**src/rtl/aasc_ram.sv**
```systemverilog
// ----------------------------------------------------------------------------
// aasc_ram: generic single-port-write, single-port-read RAM
// One write and one read address per cycle, registered read data.
// ----------------------------------------------------------------------------
module aasc_ram #(
    parameter  int WIDTH = 8,
    parameter  int DEPTH = 16,
    localparam int AW    = (DEPTH > 1) ? $clog2(DEPTH) : 1
) (
    input  logic             clk,
    input  logic             wr_en,
    input  logic [AW-1:0]    wr_addr,
    input  logic [WIDTH-1:0] wr_data,
    input  logic             rd_en,
    input  logic [AW-1:0]    rd_addr,
    output logic [WIDTH-1:0] rd_data
);

    logic [WIDTH-1:0] mem_reg [DEPTH];
    logic [WIDTH-1:0] rd_reg;

    always_ff @(posedge clk)
    begin
        if (wr_en)
            mem_reg[wr_addr] <= wr_data;
        if (rd_en)
            rd_reg <= mem_reg[rd_addr];
    end

    assign rd_data = rd_reg;

endmodule

```
**config.mk**
```make
export PLATFORM = sky130hd
export DESIGN_NAME = aasc_ram
export DESIGN_NICKNAME = d
export VERILOG_FILES = /design/src/rtl/aasc_ram.sv
export SDC_FILE = /design/constraint.sdc
export NUM_CORES = 1
export LEC_CHECK = 0
export ABC_CLOCK_PERIOD_IN_PS = 2020
export BUFFER_PORTS_ARGS = -buffer_cell sky130_fd_sc_hd__buf_2
export CAP_MARGIN = 20
export CORE_MARGIN = 2
export CORE_UTILIZATION = 60
export CTS_CLUSTER_DIAMETER = 60
export CTS_CLUSTER_SIZE = 28
export DETAILED_ROUTE_END_ITERATION = 10
export HOLD_SLACK_MARGIN = 0.1
export PLACE_DENSITY = 0.78
export SLEW_MARGIN = 15
export SYNTH_ARGS = -nofsm -noshare
export SYNTH_HDL_FRONTEND = slang
export SYNTH_SLANG_ARGS = --single-unit
```
**constraint.sdc**
```tcl
create_clock -name clk -period 2.02 [get_ports clk]
set_input_delay 0.404 -clock clk [delete_from_list [all_inputs] [get_ports clk]]
set_output_delay 0.404 -clock clk [all_outputs]
set_load 0.02 [all_outputs]
```
* After elaboration in Yosys (flattened, before gate mapping) *
Memory sizes are Yosys's and may differ from the RTL's. A register that Yosys moved wholly into a read port is not among the register bits.
Index checks and enable logic that the tools add are counted.

word-level totals
  register bits after elaboration = 0
  RAM bits = 128
  output and inout port bits = 8
  logic and storage cells = 3
  memories = 1

cells by class
  mux-type cells = 2

memories
  name     words  bits a word  read ports  clocked after Yosys merged registers in  wr ports  line  text
  mem_reg  16     8            1           1                                        1         19    logic [WIDTH-1:0] mem_reg [DEPTH];

operators with widths
  operator  number
  $mux 1    2

* Longest topological paths before layout *
  depth in word-level cells = 2
  gate-level depth with buffers = 5
  gate-level depth less buffers = 3

* Worst setup path after synthesis *
OpenSTA, ideal clock, no wires.

  path type = input-to-reg
  from = input wr_addr[2]
  to = memory mem_reg[0][0], enable pin
  library setup time = 383 ps
  arrival = 1514 ps
  required time = 1637 ps
  slack = 123 ps
  stages = 2
  buffers on the path = 0
  cells stage by stage = or3b_2 > nor3_1

RTL lines
  item             line  text
  start, declared  12    input logic [AW-1:0] wr_addr,
  end, declared    19

No word-level cell before the write port.

==> results.py <==
metrics = {
    "detailed_routing": {
        "num_vias": 2575,
        "ant_nets": 0,
        "routed_wl_mm": 10.6,
        "drc": 0,
        "post_drt_wl_per_cell_microns": 26.2,
        "drt_iter0_markers": 262,
        "firstDrtPassIters": 5,
        "vias_per_cell": 6.36,
    },
    "synthesis": {
        "syn_inst": 229,
        "async_reset_ff_share_pct": 0,
        "synth_edf_count": 136,
        "yosysTopAreaCellShare_pct": 78.1,
        "yosys-top-cells-count": "edfxtp_1 (136), mux4_2 (18), a22oi_1 (16)",
        "yosysSeqAreaShare_pct": 78.1,
        "synth.ff_latch_count": 136,
        "yosysMostFrequentCell": "edfxtp_1",
        "syn_area_sq_um": 5230,
        "syn_nets": 248,
        "synth.area.top_cells": "edfxtp_1 (78%), mux4_2 (7.8%), mux4_1 (7.0%)",
        "syn_avg_cell_area_sq_um": 22.8,
        "ys_types": 18,
        "yosys.area.top_type": "edfxtp_1",
        "synth_flop_cell": "edfxtp_1",
        "yosys_warnings": 0,
    },
    "cells_and_area": {
        "fill_cells": 498,
        "largest_register_ffs": 128,
        "diodes": 0,
        "stdcell_area_sq_um": 6170,
        "final_util_pct": 71.8,
        "multiInputGateArea_sq_um": 1060,
        "drive_above_1_share_pct": 32.0,
        "fin_nets": 306,
        "seqCellArea_sq_um": 4080,
        "area_growth_pct": 18.0,
    },
    "floorplan": {
        "row_count": 34,
        "core_sq_um": 8590,
        "die-area_sq_um": 9480,
        "fp.dieW_microns": 97.3,
        "die_h_microns": 97.3,
        "top_level_ports": 27,
        "start_util_pct": 60.8,
    },
    "grt": {
        "grt_overflow_total": 0,
        "grt_max_degree": 33,
        "grt_use_total_pct": 24.2,
        "grt_pass1_vias": 2608,
        "grt_pass1_wl_mm": 16.3,
        "antenna_found_initial": 0,
    },
    "flow_run": {
        "cap_violations": 0,
    },
    "power": {
        "p_seq_share_pct": 49.8,
        "ir_drop_mv": 0.907,
        "power.switching_uw": 1270,
        "p_int_uw": 5150,
        "clkPwrFrac_pct": 45.1,
        "cellPowerDensity_nw_per_um2": 1040,
        "power_switching_share_pct": 19.7,
        "p_comb_share_pct": 5.1,
        "leakagePower_uw": 0.00211,
    },
    "placement": {
        "place_area_sq_um": 5620,
        "hpwlAfterDp_mm": 5.96,
        "portBuffers": 26,
        "gp_congestion": 0.737,
    },
    "cts": {
        "clk-insertion-delay-late_ps": 510,
        "clkTransAtPathRegs_ps": 60,
        "clock_path_buffers": 2,
        "cts_sinks": 136,
        "cts_resized": 0,
        "cts-root-buf": "clkbuf_8",
        "htreeDepth": 4,
        "cts-buffers-inserted": 17,
        "cts_tree": "yes",
        "postCtsSetupBuffers": 0,
        "holdBufCountCts": 0,
    },
    "status": {
        "status": "finished clean",
    },
    "sta": {
        "timing.final.crit_share_pct": 80.5,
        "timing.slew.headroom_pct": 76.8,
        "rsz0062_at_grt": "no",
        "worst_pin_slew_ps": 348,
        "max_freq_ghz": 0.615,
        "finalMaxSlewViolations": 0,
        "finClkSkew_ps": 5.94,
        "finalSetupViolations": 0,
        "hold_viol": 0,
        "min_period_ps": 1630,
    },
    "critical_path": {
        "cp_max_fo": 1,
        "arrival_ps": 1870,
        "required_ps": 2260,
        "startpoint_type": "register",
        "r2r-start": "mem_reg[9][5]$_DFFE_PP_",
        "crit_start": "mem_reg[9][5]$_DFFE_PP_",
        "setup.worst_path.class": "register to register",
        "endpoint_kind": "register",
    },
    "min_path": {
        "hp-start": "rd_en",
        "min_path_type": "input port to register",
    },
}
## cell families (layout without fill, tap and decap cells)
kind of cell	Yosys count	after routing	synth area share (%)
AOI/OAI and AO/OA	16	16	2.30
muxes	32	32	14.8
DFF	136	136	78.1
buffers and inverters	10	78	1.65
and+or+nand+nor	35	35	3.14
## stage by stage
step / hold slack [ps] / cells / setup slack, ps / power, uW / setup TNS [ps]
4_1_cts: 242 / 405 / 433 / 6460 / 0
3_5_place_dp: 735 / 376 / -54.9 / 3580 / -54.9
3_3_place_gp: 724 / 376 / -18.0 / 3560 / -18.0
6_report: 254 / 405 / 393 / 6420 / 0
5_1_grt: 241 / 405 / 342 / 6590 / 0
2_1_floorplan: 503 / 229 / 123 / 3430 / 0
## power by group through the flow
| stage | clock [uW] | combinational [uW] | sequential, uW |
|---|---|---|---|
| finish | 2890 | 326 | 3200 |
| global route | 3040 | 351 | 3200 |
| CTS | 2930 | 329 | 3200 |
| detailed placement | 0 | 322 | 3250 |
| floorplan | 0 | 160 | 3270 |
| global placement | 0 | 312 | 3250 |
## per-layer routing
layer | routed length, microns | part of all wire [%] | global-route usage (%) | vias to the layer above
met4 | 148 | 1.4 | 6.62 | 0
met2 | 5320 | 50 | 36.9 | 139
met3 | 855 | 8.1 | 6.98 | 13
li1 | - | - | - | 1093
met5 | 0 | 0 | 0 | -
met1 | 4290 | 40 | 35.4 | 1330
## path summary, 6_finish.rpt
| kind | endpoint | slack [ps] | cells past startpoint |
|---|---|---|---|
| worst max register to register | rd_data[5]$_DFFE_PP_ | 390 | 3 |
| worst min-delay path | rd_data[5]$_DFFE_PP_ | 250 | 1 |
| worst min register to register | rd_data[4]$_DFFE_PP_ | 750 | 3 |
| worst max-delay path | rd_data[5]$_DFFE_PP_ | 390 | 3 |
## worst max-delay path, stage by stage (launching register included)
cell	delay, ps
edfxtp_1	350
mux4_1	570
a22oi_1	320
nand2_1	120
## layout by cell type (no fill, tap or decap), drive strengths merged
| cell | Yosys | final |
|---|---|---|
| nor2 | 13 | 13 |
| clkinvlp | 0 | 2 |
| bufinv | 0 | 3 |
| nand2 | 9 | 9 |
| buf | 7 | 49 |
| and2b | 1 | 1 |
| a22oi | 16 | 16 |
| nand3 | 1 | 1 |
| nor2b | 1 | 1 |
| clkbuf | 0 | 18 |
| edfxtp | 136 | 136 |
| nand2b | 2 | 2 |
| clkinv | 0 | 6 |
| and2 | 1 | 1 |
| or3b | 1 | 1 |
| nor3 | 4 | 4 |
| nand3b | 2 | 2 |
| mux4 | 32 | 32 |
## final cells by class
type,instances,area share [%]
flip-flops and latches,136,66.2
repair buffers,49,5.52
multi-input cells,83,17.1
well taps,108,2.19
clock inverters,11,2.17
clock buffers,18,6.77
(Power assumes the default switching activity.)
