## config.mk

```make
export PLATFORM = sky130hd
export DESIGN_NAME = aasc_merge
export DESIGN_NICKNAME = d
export VERILOG_FILES = /design/src/rtl/aasc_pkg.sv /design/src/rtl/aasc_merge.sv
export SDC_FILE = /design/constraint.sdc
export NUM_CORES = 1
export LEC_CHECK = 0
export ABC_AREA = 1
export BUFFER_PORTS_ARGS = -buffer_cell sky130_fd_sc_hd__buf_2
export CORE_MARGIN = 10
export CORE_UTILIZATION = 25
export DETAILED_ROUTE_END_ITERATION = 6
export PLACE_DENSITY = 0.46
export SYNTH_ARGS = -nofsm -noshare
export SYNTH_HDL_FRONTEND = slang
export SYNTH_SLANG_ARGS = --single-unit
```

## constraint.sdc

```tcl
create_clock -name clk -period 1.56 [get_ports clk]
set_clock_uncertainty 0.2 [all_clocks]
set_input_delay 0.156 -clock clk [delete_from_list [all_inputs] [get_ports clk]]
set_output_delay 0.156 -clock clk [all_outputs]
set_load 0.05 [all_outputs]
```

## src/rtl/aasc_pkg.sv

```systemverilog
// ----------------------------------------------------------------------------
// aasc_pkg: Alamouti STBC combiner shared definitions
// Sample formats, request/result structs, pipeline stage map and constants.
// ----------------------------------------------------------------------------
package aasc_pkg;

    // Q2.14 samples and gains
    localparam int SAMPLE_BITS = 16;
    localparam int FRAC_BITS   = SAMPLE_BITS - 2;

    // channel table
    localparam int CARRIERS = 64;
    localparam int CAR_W    = 6;
    localparam int IDX_W    = (CARRIERS > 1) ? $clog2(CARRIERS) : 1;

    // datapath widths
    localparam int PROD_W = 2 * SAMPLE_BITS;        // one exact product
    localparam int NUM_W  = PROD_W + 2;             // signed sum of four products
    localparam int MAG_W  = NUM_W - 1;              // |numerator|
    localparam int E_W    = PROD_W + 1;             // sum of four squares
    localparam int N_W    = MAG_W + FRAC_BITS + 1;  // scaled, rounded dividend
    localparam int Q_W    = SAMPLE_BITS;            // quotient bits kept

    localparam int TERMS = 4;
    localparam int LANES = 4;

    // pipeline stage map
    localparam int ST_RD   = 0;                     // table read, request capture
    localparam int ST_PROD = 1;                     // products
    localparam int ST_SUM  = 2;                     // numerator sums, energy
    localparam int ST_PREP = 3;                     // dividend, overflow check
    localparam int ST_DIV0 = 4;                     // first quotient bit
    localparam int ST_LAST = ST_DIV0 + Q_W - 1;     // last quotient bit
    localparam int ST_OUT  = ST_LAST + 1;           // output register

    typedef logic signed [SAMPLE_BITS-1:0] smp_t;
    typedef logic [CAR_W-1:0]              car_t;
    typedef logic [IDX_W-1:0]              idx_t;
    typedef logic [E_W-1:0]                energy_t;
    typedef logic [Q_W-1:0]                quo_t;
    typedef logic [ST_OUT:0]               stage_vec_t;

    typedef enum logic
    {
        CMD_DECODE = 1'b0,
        CMD_LOAD   = 1'b1
    } cmd_t;

    typedef struct packed
    {
        cmd_t cmd;
        car_t carrier;
        smp_t rx0_re;
        smp_t rx0_im;
        smp_t rx1_re;
        smp_t rx1_im;
        smp_t gain0_re;
        smp_t gain0_im;
        smp_t gain1_re;
        smp_t gain1_im;
    } req_t;

    typedef struct packed
    {
        smp_t sym0_re;
        smp_t sym0_im;
        smp_t sym1_re;
        smp_t sym1_im;
        logic zero_energy;
    } rsp_t;

    typedef struct packed
    {
        smp_t h0_re;
        smp_t h0_im;
        smp_t h1_re;
        smp_t h1_im;
    } chan_t;

    // what one divider lane hands to the merge stage
    typedef struct packed
    {
        quo_t quo;
        logic ovf;
        logic neg;
    } lane_res_t;

    localparam smp_t UNITY = smp_t'(1 << FRAC_BITS);
    localparam smp_t SMAX  = {1'b0, {(SAMPLE_BITS-1){1'b1}}};
    localparam smp_t SMIN  = {1'b1, {(SAMPLE_BITS-1){1'b0}}};

    localparam quo_t Q_POS_LIM = {1'b0, {(Q_W-1){1'b1}}};
    localparam quo_t Q_NEG_LIM = {1'b1, {(Q_W-1){1'b0}}};

    localparam chan_t UNITY_CHAN = '{h0_re: UNITY, h0_im: '0, h1_re: UNITY, h1_im: '0};

    // per lane, per term: subtract the product instead of adding it
    // lane 0: s0.re, lane 1: s0.im, lane 2: s1.re, lane 3: s1.im
    localparam logic [LANES-1:0][TERMS-1:0] LANE_SUB = {4'b0110, 4'b1100, 4'b1010, 4'b0000};

endpackage

```

## src/rtl/aasc_merge.sv

```systemverilog
// ----------------------------------------------------------------------------
// aasc_merge: result assembly
// Applies sign and saturation to each lane quotient, forces zero output on
// zero channel energy, and holds the result register.
// ----------------------------------------------------------------------------
module aasc_merge (
    input  logic                                   clk,
    input  logic                                   ld,
    input  aasc_pkg::lane_res_t [aasc_pkg::LANES-1:0] res,
    input  logic                                   zero,
    output aasc_pkg::rsp_t                         rsp
);

    import aasc_pkg::*;

    smp_t val [LANES];
    rsp_t rsp_reg;
    rsp_t rsp_next;

    always_comb
    begin
        for (int l = 0; l < LANES; l++)
        begin
            priority if (zero)
                val[l] = '0;
            else if (res[l].neg)
                val[l] = (res[l].ovf || res[l].quo > Q_NEG_LIM) ? SMIN : smp_t'(-res[l].quo);
            else
                val[l] = (res[l].ovf || res[l].quo > Q_POS_LIM) ? SMAX : smp_t'(res[l].quo);
        end
        rsp_next.sym0_re     = val[0];
        rsp_next.sym0_im     = val[1];
        rsp_next.sym1_re     = val[2];
        rsp_next.sym1_im     = val[3];
        rsp_next.zero_energy = zero;
    end

    always_ff @(posedge clk)
    begin
        if (ld)
            rsp_reg <= rsp_next;
    end

    assign rsp = rsp_reg;

endmodule

```

; ---- Yosys cells after proc, flatten, opt, wreduce, memory -nomap -nowiden
; Cells that the tools add are included.
[classes]
addsub = 4
mux = 12
magnitude_cmp = 8
reduce_logical = 8
[op_table]
columns = op, count
row1 = $mux 16, 12
row2 = $gt 16x15->1 const B, 4
row3 = $gt 16x16->1 const B, 4
row4 = $neg 16->16, 4
row5 = $logic_or 1x1->1, 8
[word_totals]
input_bits = 75
output_inout_bits = 65
word_cells = 37
reg_bits = 65

; ---- Depth between registers and ports, before layout
[depth]
word_depth = 4
depth_mapped = 10
depth_no_buf = 10

; ---- Worst setup path after synthesis
; Ideal clock, no wire load.
[synth_path]
path_kind = input port to flip-flop
startpoint = input res[20] in the netlist's numbering
endpoint = register rsp_reg (netlist bit rsp[48]), data pin
setup_ns = 0.263
setup_slack_ns = -0.032
cell_stages = 8
t_required_ns = 1.097
arrival_ns = 1.129
path_buffers = 1
cell_sequence = inv_1 ha_1 nand2_4 nor2_4 nand3_2 nand2_4 buf_8 a31oi_1
[synth_via]
elab_chain_len = 4
word_cells_on_any_way = 8
cone_classes = 1 x add/sub / 2 x order compare / 3 x mux / 2 x reduce/logical
[synth_lines]
columns = element, line
row1 = start: declaration, aasc_merge.sv:9  ; input aasc_pkg::lane_res_t [aasc_pkg::LANES-1:0] res,
row2 = $gt 16x15->1 or $gt 16x16->1 (tied branches), "aasc_merge.sv:29, aasc_merge.sv:27"
row3 = $logic_or 1x1->1 (on tied branches), "aasc_merge.sv:29, aasc_merge.sv:27"
row4 = $mux 16 (on tied branches), "aasc_merge.sv:29, aasc_merge.sv:27"
row5 = $mux 16 *, aasc_merge.sv:26  ; else if (res[l].neg)
row6 = end signal: assignment, aasc_merge.sv:41  ; rsp_reg <= rsp_next;
row7 = end: declaration, aasc_merge.sv:17  ; rsp_t rsp_reg;
; Every way passes the cells marked *; elsewhere a longest branch is shown, timed or not.
; A chain may end at the register's enable or synchronous reset.

; ---- Worst setup path after layout
[layout_path]
startpoint = register rsp_reg (netlist bit rsp[24])
endpoint = output rsp[24] in the netlist's numbering
[layout_rtl]
columns = element, line
row1 = end: declaration, aasc_merge.sv:11  ; output aasc_pkg::rsp_t rsp
; No word-level cell between the ends.

==> impl_results.md <==
- CTS tree: built
- Post-synth top area share: 40.9%
- Post-CTS Setup Inserts: 0
- Tot Pwr: 0.00568 W
- Fraction of registers with async set/reset: 0%
- Final Hold Fails: 0
- Crit share post-route: 88.3%
- Drt via density: 4.53
- Syn nets: 721
- Slew at the pin with the worst max-slew slack: 0.395 ns
- Core area: 18,800 um2
- Resize count post-CTS: 0
- Clock network fraction of total power: 34.7%
- Placed cell area: 6470 um2
- Vias in the first global route: 4,949
- Unrepaired setup endpoints after global routing: false
- Final instance area: 6760 um2
- Syn Area/Cell: 7.44 um2
- Die width: 158 um
- LEAKAGE: 2.99 nW
- Die Ht: 158 um
- Max IR drop VDD: 0.462 mV
- I/O Buffers: 139
- CTS Buffer Depth: 2
- Tmin final: 1.38 ns
- Crit path max-delay family: flip-flops
- Post-route ant nets: 0
- Dominant synthesized flop cell: edfxtp_1
- WS Path Type: flop to output pin
- Fmax: 726 MHz
- Largest net degree at the start of global routing: 32
- Layout cells sized above 1: 32.4%
- CP startpoint kind: flop
- # setup viols final: 0
- Largest area contributor in the netlist: edfxtp_1
- Number of synthesized flops with an enable pin: 65
- H-tree levels: 3
- Switching portion of total power: 33.2%
- Peak fanout along the critical path: 1
- Buffers plus inverters on the worst setup path: 1
- Post-synthesis cell type count: 30
- CP Data Arrival Time: 1.02 ns
- Clk root buf: clkbuf_16
- Rows: 50
- Final std cells w/o fill: 1,110
- Worst Setup End Kind: output pin
- GP Congestion: 0.859
- Initial antenna violation count: 0
- First-pass GRT wire length: 25,900 um
- Sw Pwr: 0.00189 W
- #FFs+latches synth: 65
- Int Pwr: 0.00380 W
- Sequential share of the synthesized area: 40.9%
- Max reg flops: 65
- Combinational power share: 27.8%
- Vias: 5,032
- Mapped Area: 4770 um2
- Num CTS Buffers: 9
- Most common cell in the netlist: nand2_1
- First DRT Iteration DRCs: 214
- Gr usage total: 13.0%
- Pwr/cell area: 841 nW/um2
- Area Growth Syn to Fin: 41.5%
- Cells after Synth: 642
- Die area: 25,000 um2
- Yosys Warn Count: 0
- # fillers: 2,028
- HPWL Detailed: 12,800 um
- Worst path required time: 1.20 ns
- Drt wl/cell: 14.8 um
- Commonest cells post-synth: nand2_1 (134), nand3_1 (83), nor2_1 (81), edfxtp_1 (65), inv_1 (62)
- Diode count: 0
- Slowest stage delay, CP: 0.40 ns
- CTS sink count: 65
- WL final: 16,500 um
- Final net count: 950
- DR pass1 iterations: 4
- Grt ovf: 0
- Max-cap viol count: 0
- Worst hold path class: input port to flop
- Io pins: 140
- Max Transition Viols Final: 0
- Leading post-synthesis cells by cell area: edfxtp_1 (41%), nand2_1 (11%), nand3_1 (8.7%)
- Clk slew on worst S/H paths: 0.06 ns
- Util after Layout: 36.0%
- Status: finished, final reports clean
- Initial core utilization: 25.4%
- Part of the power in registers: 37.5%
- Residual DRC count: 0
- Crit path cell chain: buf_2
- Placed insts: 1,093
- Cell type of the slowest stage on the worst timing path: edfxtp_1
- Max transition margin: 73.6%
-- through the flow --
step / worst slack (ns) / TNS, ns / hold WS, ns
after CTS: 0.148 / 0 / 0.0469
final: 0.183 / 0 / 0.0616
after detailed placement: -0.166 / -5.44 / 0.320
after global placement: -0.138 / -4.10 / 0.321
after floorplan: 0.00159 / 0 / 0.0549
after global routing: 0.0105 / 0 / 0.0770
-- metal layers --
layer,share of wire (%),GRT usage (%)
met5,0,0
met4,1.1,3.66
met3,4.3,2.52
met2,48,21.7
met1,46,16.8
-- tightest hold or removal path, cell delays in order --
cell and delay (ns):
buf_2 0.10, o21ai_0 0.08, a21oi_1 0.13
-- path summary, 6_finish.rpt --
kind,cells after the start,slack [ns],endpoint,from
min,3,0.06,rsp[50],res[3]
max,1,0.18,rsp[24],rsp[24]
-- cell families after synthesis --
logic type               count (synthesis)  synth area share (%)
adder cells (fa/ha/maj)                  4                  1.05
flip-flops                              65                  40.9
AO/OA/AOI/OAI                          124                  13.3
buffers and inverters                   91                  7.99
XOR/XNOR                                26                  4.77
AND/OR/NAND/NOR                        332                  32.0
-- area by class of cell --
type | instances | area (um2) | area share, %
repair buffers | 245 | 1550 | 22.9
flip-flops and latches | 65 | 1950 | 28.9
clock inverters | 5 | 46.3 | 0.685
multi-input cells | 486 | 2440 | 36.2
well taps | 234 | 293 | 4.33
clock buffers | 11 | 233 | 3.45
inverters | 64 | 240 | 3.56
-- power by group through the flow --
| stage | Clock [W] | Sequential, W | Combinational [W] |
|---|---|---|---|
| floorplan | 0 | 0.00268 | 0.000430 |
| global placement | 0 | 0.00217 | 0.00160 |
| detailed placement | 0 | 0.00217 | 0.00159 |
| CTS | 0.00205 | 0.00214 | 0.00160 |
| global route | 0.00213 | 0.00215 | 0.00171 |
| finish | 0.00197 | 0.00213 | 0.00158 |
-- layout by cell type, fill, tap and decap left out, drive strengths merged, types with 6 or more instances in the layout --
cell type  count
a21oi         60
buf          244
clkbuf        11
edfxtp        65
inv           64
nand2        142
nand3         89
nand3b         6
nor2          90
o21ai         56
xnor2         10
xor2          16
-- repair_timing --
| item | CTS | global route |
|---|---|---|
| hold buffers | 1 | 0 |
| endpoints found under the hold margin | 8 | 0 |
| endpoints found under the setup margin | 0 | 0 |
No activity file was read; power rests on OpenSTA's default activity.
