==> src/rtl/aasc_pkg.sv <==
// ----------------------------------------------------------------------------
// aasc_pkg: Alamouti STBC combiner shared definitions
// Sample formats, request/result structs, pipeline stage map and constants.
// ----------------------------------------------------------------------------
package aasc_pkg;

    // Q2.14 samples and gains
    localparam int SAMPLE_BITS = 16;
    localparam int FRAC_BITS   = SAMPLE_BITS - 2;

    // channel table
    localparam int CARRIERS = 64;
    localparam int CAR_W    = 6;
    localparam int IDX_W    = (CARRIERS > 1) ? $clog2(CARRIERS) : 1;

    // datapath widths
    localparam int PROD_W = 2 * SAMPLE_BITS;        // one exact product
    localparam int NUM_W  = PROD_W + 2;             // signed sum of four products
    localparam int MAG_W  = NUM_W - 1;              // |numerator|
    localparam int E_W    = PROD_W + 1;             // sum of four squares
    localparam int N_W    = MAG_W + FRAC_BITS + 1;  // scaled, rounded dividend
    localparam int Q_W    = SAMPLE_BITS;            // quotient bits kept

    localparam int TERMS = 4;
    localparam int LANES = 4;

    // pipeline stage map
    localparam int ST_RD   = 0;                     // table read, request capture
    localparam int ST_PROD = 1;                     // products
    localparam int ST_SUM  = 2;                     // numerator sums, energy
    localparam int ST_PREP = 3;                     // dividend, overflow check
    localparam int ST_DIV0 = 4;                     // first quotient bit
    localparam int ST_LAST = ST_DIV0 + Q_W - 1;     // last quotient bit
    localparam int ST_OUT  = ST_LAST + 1;           // output register

    typedef logic signed [SAMPLE_BITS-1:0] smp_t;
    typedef logic [CAR_W-1:0]              car_t;
    typedef logic [IDX_W-1:0]              idx_t;
    typedef logic [E_W-1:0]                energy_t;
    typedef logic [Q_W-1:0]                quo_t;
    typedef logic [ST_OUT:0]               stage_vec_t;

    typedef enum logic
    {
        CMD_DECODE = 1'b0,
        CMD_LOAD   = 1'b1
    } cmd_t;

    typedef struct packed
    {
        cmd_t cmd;
        car_t carrier;
        smp_t rx0_re;
        smp_t rx0_im;
        smp_t rx1_re;
        smp_t rx1_im;
        smp_t gain0_re;
        smp_t gain0_im;
        smp_t gain1_re;
        smp_t gain1_im;
    } req_t;

    typedef struct packed
    {
        smp_t sym0_re;
        smp_t sym0_im;
        smp_t sym1_re;
        smp_t sym1_im;
        logic zero_energy;
    } rsp_t;

    typedef struct packed
    {
        smp_t h0_re;
        smp_t h0_im;
        smp_t h1_re;
        smp_t h1_im;
    } chan_t;

    // what one divider lane hands to the merge stage
    typedef struct packed
    {
        quo_t quo;
        logic ovf;
        logic neg;
    } lane_res_t;

    localparam smp_t UNITY = smp_t'(1 << FRAC_BITS);
    localparam smp_t SMAX  = {1'b0, {(SAMPLE_BITS-1){1'b1}}};
    localparam smp_t SMIN  = {1'b1, {(SAMPLE_BITS-1){1'b0}}};

    localparam quo_t Q_POS_LIM = {1'b0, {(Q_W-1){1'b1}}};
    localparam quo_t Q_NEG_LIM = {1'b1, {(Q_W-1){1'b0}}};

    localparam chan_t UNITY_CHAN = '{h0_re: UNITY, h0_im: '0, h1_re: UNITY, h1_im: '0};

    // per lane, per term: subtract the product instead of adding it
    // lane 0: s0.re, lane 1: s0.im, lane 2: s1.re, lane 3: s1.im
    localparam logic [LANES-1:0][TERMS-1:0] LANE_SUB = {4'b0110, 4'b1100, 4'b1010, 4'b0000};

endpackage

==> src/rtl/aasc_energy.sv <==
// ----------------------------------------------------------------------------
// aasc_energy: channel energy |h0|^2 + |h1|^2
// Computes the divisor once and carries it beside the divider lanes.
// ----------------------------------------------------------------------------
module aasc_energy (
    input  logic                                                   clk,
    input  aasc_pkg::stage_vec_t                                   ld,
    input  aasc_pkg::chan_t                                        h,
    output aasc_pkg::energy_t [aasc_pkg::ST_LAST-1:aasc_pkg::ST_SUM] e_pipe,
    output logic                                                   zero
);

    import aasc_pkg::*;

    logic signed [PROD_W-1:0] sq_reg  [TERMS];
    logic signed [PROD_W-1:0] sq_next [TERMS];
    energy_t                  e_sum;
    energy_t                  e_reg    [ST_SUM:ST_LAST-1];
    logic                     zero_reg [ST_SUM:ST_LAST];

    always_comb
    begin
        sq_next[0] = PROD_W'(h.h0_re) * PROD_W'(h.h0_re);
        sq_next[1] = PROD_W'(h.h0_im) * PROD_W'(h.h0_im);
        sq_next[2] = PROD_W'(h.h1_re) * PROD_W'(h.h1_re);
        sq_next[3] = PROD_W'(h.h1_im) * PROD_W'(h.h1_im);
    end

    always_ff @(posedge clk)
    begin
        if (ld[ST_PROD])
            sq_reg <= sq_next;
    end

    // squares are never negative
    always_comb
    begin
        e_sum = '0;
        for (int t = 0; t < TERMS; t++)
            e_sum = e_sum + E_W'($unsigned(sq_reg[t]));
    end

    always_ff @(posedge clk)
    begin
        if (ld[ST_SUM])
        begin
            e_reg[ST_SUM]    <= e_sum;
            zero_reg[ST_SUM] <= (e_sum == '0);
        end
    end

    for (genvar k = ST_PREP; k <= ST_LAST; k++)
    begin : g_carry
        if (k < ST_LAST)
        begin : g_e
            always_ff @(posedge clk)
            begin
                if (ld[k])
                    e_reg[k] <= e_reg[k-1];
            end
        end

        always_ff @(posedge clk)
        begin
            if (ld[k])
                zero_reg[k] <= zero_reg[k-1];
        end
    end

    for (genvar k = ST_SUM; k < ST_LAST; k++)
    begin : g_out
        assign e_pipe[k] = e_reg[k];
    end

    assign zero = zero_reg[ST_LAST];

endmodule

==> config.mk <==
export PLATFORM = sky130hd
export DESIGN_NAME = aasc_energy
export DESIGN_NICKNAME = d
export VERILOG_FILES = /design/src/rtl/aasc_pkg.sv /design/src/rtl/aasc_energy.sv
export SDC_FILE = /design/constraint.sdc
export NUM_CORES = 2
export LEC_CHECK = 0
export BUFFER_PORTS_ARGS = -buffer_cell sky130_fd_sc_hd__buf_2
export CELL_PAD_IN_SITES_DETAIL_PLACEMENT = 1
export CELL_PAD_IN_SITES_GLOBAL_PLACEMENT = 2
export CORE_MARGIN = 3
export CORE_UTILIZATION = 25
export CTS_BUF_LIST = sky130_fd_sc_hd__clkbuf_8
export DETAILED_ROUTE_END_ITERATION = 10
export GPL_TIMING_DRIVEN = 0
export PLACE_DENSITY = 0.6
export SETUP_SLACK_MARGIN = 0.15
export SYNTH_ARGS = -nofsm -noshare
export SYNTH_HDL_FRONTEND = slang
export SYNTH_SLANG_ARGS = --single-unit
==> constraint.sdc <==
create_clock -name clk -period 12 [get_ports clk]
set_clock_uncertainty 0.05 [all_clocks]
set_input_delay 2.4 -clock clk [delete_from_list [all_inputs] [get_ports clk]]
set_output_delay 2.4 -clock clk [all_outputs]
set_load 0.01 [all_outputs]
; ---- Word-level counts from Yosys, hierarchy flattened
; Memory sizes are Yosys's and may differ from the RTL's.
; Index checks and enable logic that the tools add are counted.
[totals]
regBits = 128
latchBits = 0
ramBits = 579
rom_bits = 0
input_bits = 86
out_inout_bits = 562
word_cells = 50
memories = 2
[op_classes]
addsub = 3
mul = 4
div_mod_pow = 0
n_lt_le_gt_ge = 0
n_eq_ne = 0
shifts = 0
muxes = 36
bitwise = 0
n_reduce_logical = 1
[mem_list]
columns = memory, words, word_bits, read_ports, rd_clocked_by_memory_dff, write_ports, line_no
row1 = e_reg, 17, 33, 17, 0, 17, aasc_energy.sv:18  ; energy_t e_reg [ST_SUM:ST_LAST-1];
row2 = zero_reg, 18, 1, 18, 0, 18, aasc_energy.sv:19  ; logic zero_reg [ST_SUM:ST_LAST];
[op_table]
columns = operator, n
row1 = multiplier 16 x 16 -> 32 bit, 4
row2 = adder 33 x 32 -> 33 bit, 2
row3 = two-way mux 1 bit, 36
row4 = adder 32 x 32 -> 33 bit, 1
row5 = zero test 33 bit, 1

; ---- Longest topological paths before layout
[depth]
depth_word = 4
mapped_depth = 26
ltp_nobuf = 25

; ---- Least setup slack after synthesis
; OpenSTA, ideal clock, no wires.
[synth_timing]
kind = input -> register
startpoint = in h[18] (netlist name)
endpoint = reg sq_reg[63] (netlist name), data pin
setup_ns = 0.260
t_arrival_ns = 8.357
t_required_ns = 11.690
path_slack_ns = 3.333
cell_stages = 24
path_buffers = 2
path_cell_list = clkbuf_1 > clkbuf_1 > nand2_1 > fa_1 > fa_1 > fa_1 > inv_1 > fa_1 > fa_1 > inv_1 > fa_1 > inv_1 > ha_1 > a21o_1 > a21oi_1 > o21bai_1 > a21o_1 > a221o_1 > o211a_1 > o41a_1 > a211oi_2 > o21ai_0 > a21oi_1 > xnor2_1
[synth_lines]
columns = element, line_no
row1 = start: declaration, aasc_energy.sv:8  ; input aasc_pkg::chan_t h,
row2 = end signal: assignment, aasc_energy.sv:32  ; sq_reg <= sq_next;
row3 = end: declaration, aasc_energy.sv:15  ; logic signed [PROD_W-1:0] sq_reg [TERMS];

==> results by group <==
Status
  • Status: finished, final reports clean

Clocking
  • Post-cts resize count: 0
  • Clock slew at reported path FFs: 0.06 ns
  • Setup Buffers After CTS: 0
  • Worst-Skew Late Latency: 0.86 ns
  • # hold bufs at CTS: 0
  • CTS Root Cell: clkbuf_8
  • CTS tree: done
  • Clk buf depth: 3
  • Number of H-tree levels: 3
  • TritonCTS Buffers: 121
  • CTS sink count: 703

Routing
  • Met1 wire length: roughly 80 mm
  • DRC viols: 0
  • Vias: 37,400
  • First-pass DRT Iterations: 5
  • Routed wl met3: 10.6 mm
  • WL final: approximately 200 mm
  • Top Metal Used: met5
  • Met2 WL: 105 mm
  • Post-DR wirelength/cell: 22.8 um
  • Initial drt markers: roughly 1,900
  • Vias per cell: 4.20
  • Post-route antenna net violation count: 0

STA
  • Crit path time final: ~10 ns
  • Worst slew pin tran: 1.19 ns
  • Slew Limit Fails: 0
  • Fmax: 0.100 GHz
  • Setup TNS: 0 ns
  • RSZ-0062 raised after global routing: false
  • Setup Viol. Count Final: 0
  • Slew margin rel.: about a fifth
  • Final Cycle Share: 83.3%
  • Final hold viol count: 0

Synth
  • Syn_area_per_cell: between 10 and 15 sq um
  • Synth top cells by count: inv_1 (1,283), fa_1 (997), edfxtp_1 (703)
  • Mapped cell area: 59,400 sq um
  • Ys Warns: 0
  • Seq cells post-synth: 703
  • Main synth FF type: edfxtp_1
  • Post-synth top area cell: edfxtp_1
  • Ranking of synthesized cells by area: edfxtp_1 (36%), fa_1 (34%), ha_1 (8.2%)
  • Number of synthesized flops with an enable pin: 703
  • Share of synthesized registers carrying an async set or reset: 0%
  • Count of cell types in the netlist: 80
  • Sequential area share after synthesis: a little over a third
  • Most frequent cell after synthesis: inv_1
  • Cells after Synth: just under 5,000
  • Yosys top cell area share: 35.5%

Global routing
  • Gr usage total: 16.7%
  • Global route total overflow: 0
  • Vias in the first global route: 42,300
  • Antenna violations before repair: 17
  • Largest net degree at the start of global routing: 98
  • First-pass GRT wire length: 295 mm

Die
  • Die W: 493 um
  • CORE AREA: between 200,000 and 250,000 sq um
  • IO Pins: approximately 650
  • Chip Height: 493 um
  • Row cnt: 178
  • Die area: 243,000 sq um
  • Initial Util: 25.2%

Placed design
  • Post-DP HPWL: between 150 and 200 mm
  • I/O Buffers: 639
  • Gpl congestion: 0.856

Setup path
  • Critical Path Sink Type: register
  • WS Path Type: primary input to register
  • Arr. time, crit path: 10.47 ns
  • CP max FO: 10
  • Required time worst endpoint: 12.48 ns
  • Crit start category: primary input

Min path
  • Hold Path Class: register to register

Layout
  • Final core utilization: 29.3%
  • Final nets: 7,115
  • Fill cells: 26,300
  • Syn-to-layout area delta: 16.2%
  • Layout cells sized above 1: 14.8%
  • Number of flip-flops in the largest register: 561

Job
  • Max cap viols: 0
worst paths after layout:
check                     from             end  slack (ns)  depth (start not counted)
setup / recovery         h[53]     sq_reg[122]        2.00                         22
hold / removal    e_reg[1][33]    e_reg[1][66]        0.35                          0
setup reg to reg    sq_reg[10]  zero_reg[1][0]        6.58                         14
hold reg to reg   e_reg[1][33]    e_reg[1][66]        0.35                          0
cells by family (layout without fill, tap and decap cells):
group	count (synthesis)	after routing	synth area share, %
fa+ha+maj	1387	1387	41.8
buf+inv	1380	2240	8.78
simple gates	813	813	6.44
flops	703	703	35.5
compound gates	376	376	4.17
xor+xnor	211	211	3.11
mux	6	6	0.103
other cells	2	8	0.0126
layout make-up:
class / instances / area (sq um) / share of cell area (%)
Timing Repair Buffer: 640 / 3230 / 4.68
Sequential cell: 703 / 21100 / 30.6
Tap cell: 3150 / 3940 / 5.71
Antenna cell: 5 / 12.5 / 0.0181
Inverter: 1283 / 4820 / 6.98
Clock inverter: 98 / 739 / 1.07
Multi-Input combinational cell: 2796 / 33100 / 47.9
Clock buffer: 122 / 1680 / 2.43
Buffer: 97 / 398 / 0.577
stage by stage:
step,worst slack (ns),instances,cell area [sq um],hold WS (ns)
4_1_cts,2.10,8889,69000,0.335
6_report,2.00,8894,69000,0.351
3_3_place_gp,1.31,8668,66500,0.355
5_1_grt,1.55,8893,69000,0.346
2_1_floorplan,3.33,4879,59400,0.350
3_5_place_dp,1.19,8669,66600,0.357
worst max-delay path, cell delays in order:
cell and delay [ns]:
clkbuf_1 0.75, clkbuf_1 0.70, nand2_1 0.24, fa_1 0.58, fa_1 0.43, fa_1 0.51, inv_1 0.06, fa_1 0.50
fa_1 0.49, inv_1 0.05, fa_1 0.47, inv_1 0.04, ha_1 0.35, a2111oi_0 0.60, nand2_1 0.16, a221oi_1 0.38
a221oi_1 0.19, o41ai_1 0.68, o21ai_0 0.36, a21o_1 0.26, a21oi_1 0.16, xnor2_1 0.09
cell usage in the layout (no fill, tap or decap), types with 5 or more instances in the layout:
master / instances
xnor2_1: 163
and2_1: 162
diode_2: 5
a31oi_1: 9
clkbuf_8: 124
bufinv_16: 9
nand4_1: 8
nor2b_1: 20
buf_2: 638
o21a_1: 25
nand3_1: 19
mux2i_1: 5
a31o_2: 19
clkbuf_1: 89
a211oi_1: 6
nand2_1: 336
ha_1: 390
a21oi_1: 120
o21ai_0: 58
o21bai_1: 23
or3_1: 5
xor2_1: 48
nor4_1: 5
o211ai_1: 5
nor3_1: 27
clkinv_2: 11
edfxtp_1: 703
inv_1: 1316
or2_2: 9
a21o_1: 60
o21ai_1: 6
fa_1: 997
and3_1: 12
clkinv_1: 33
nor2_1: 170
nand2b_1: 17
per-layer routing:
metal,vias to the layer above,GRT usage [%]
met1,19700,19.6
li1,16600,-
met4,10,5.51
met5,-,0
met2,835,30.5
met3,181,3.14
Power is not shown: default switching activity piles up to over one toggle a cycle in this logic, so the estimate is an artifact.
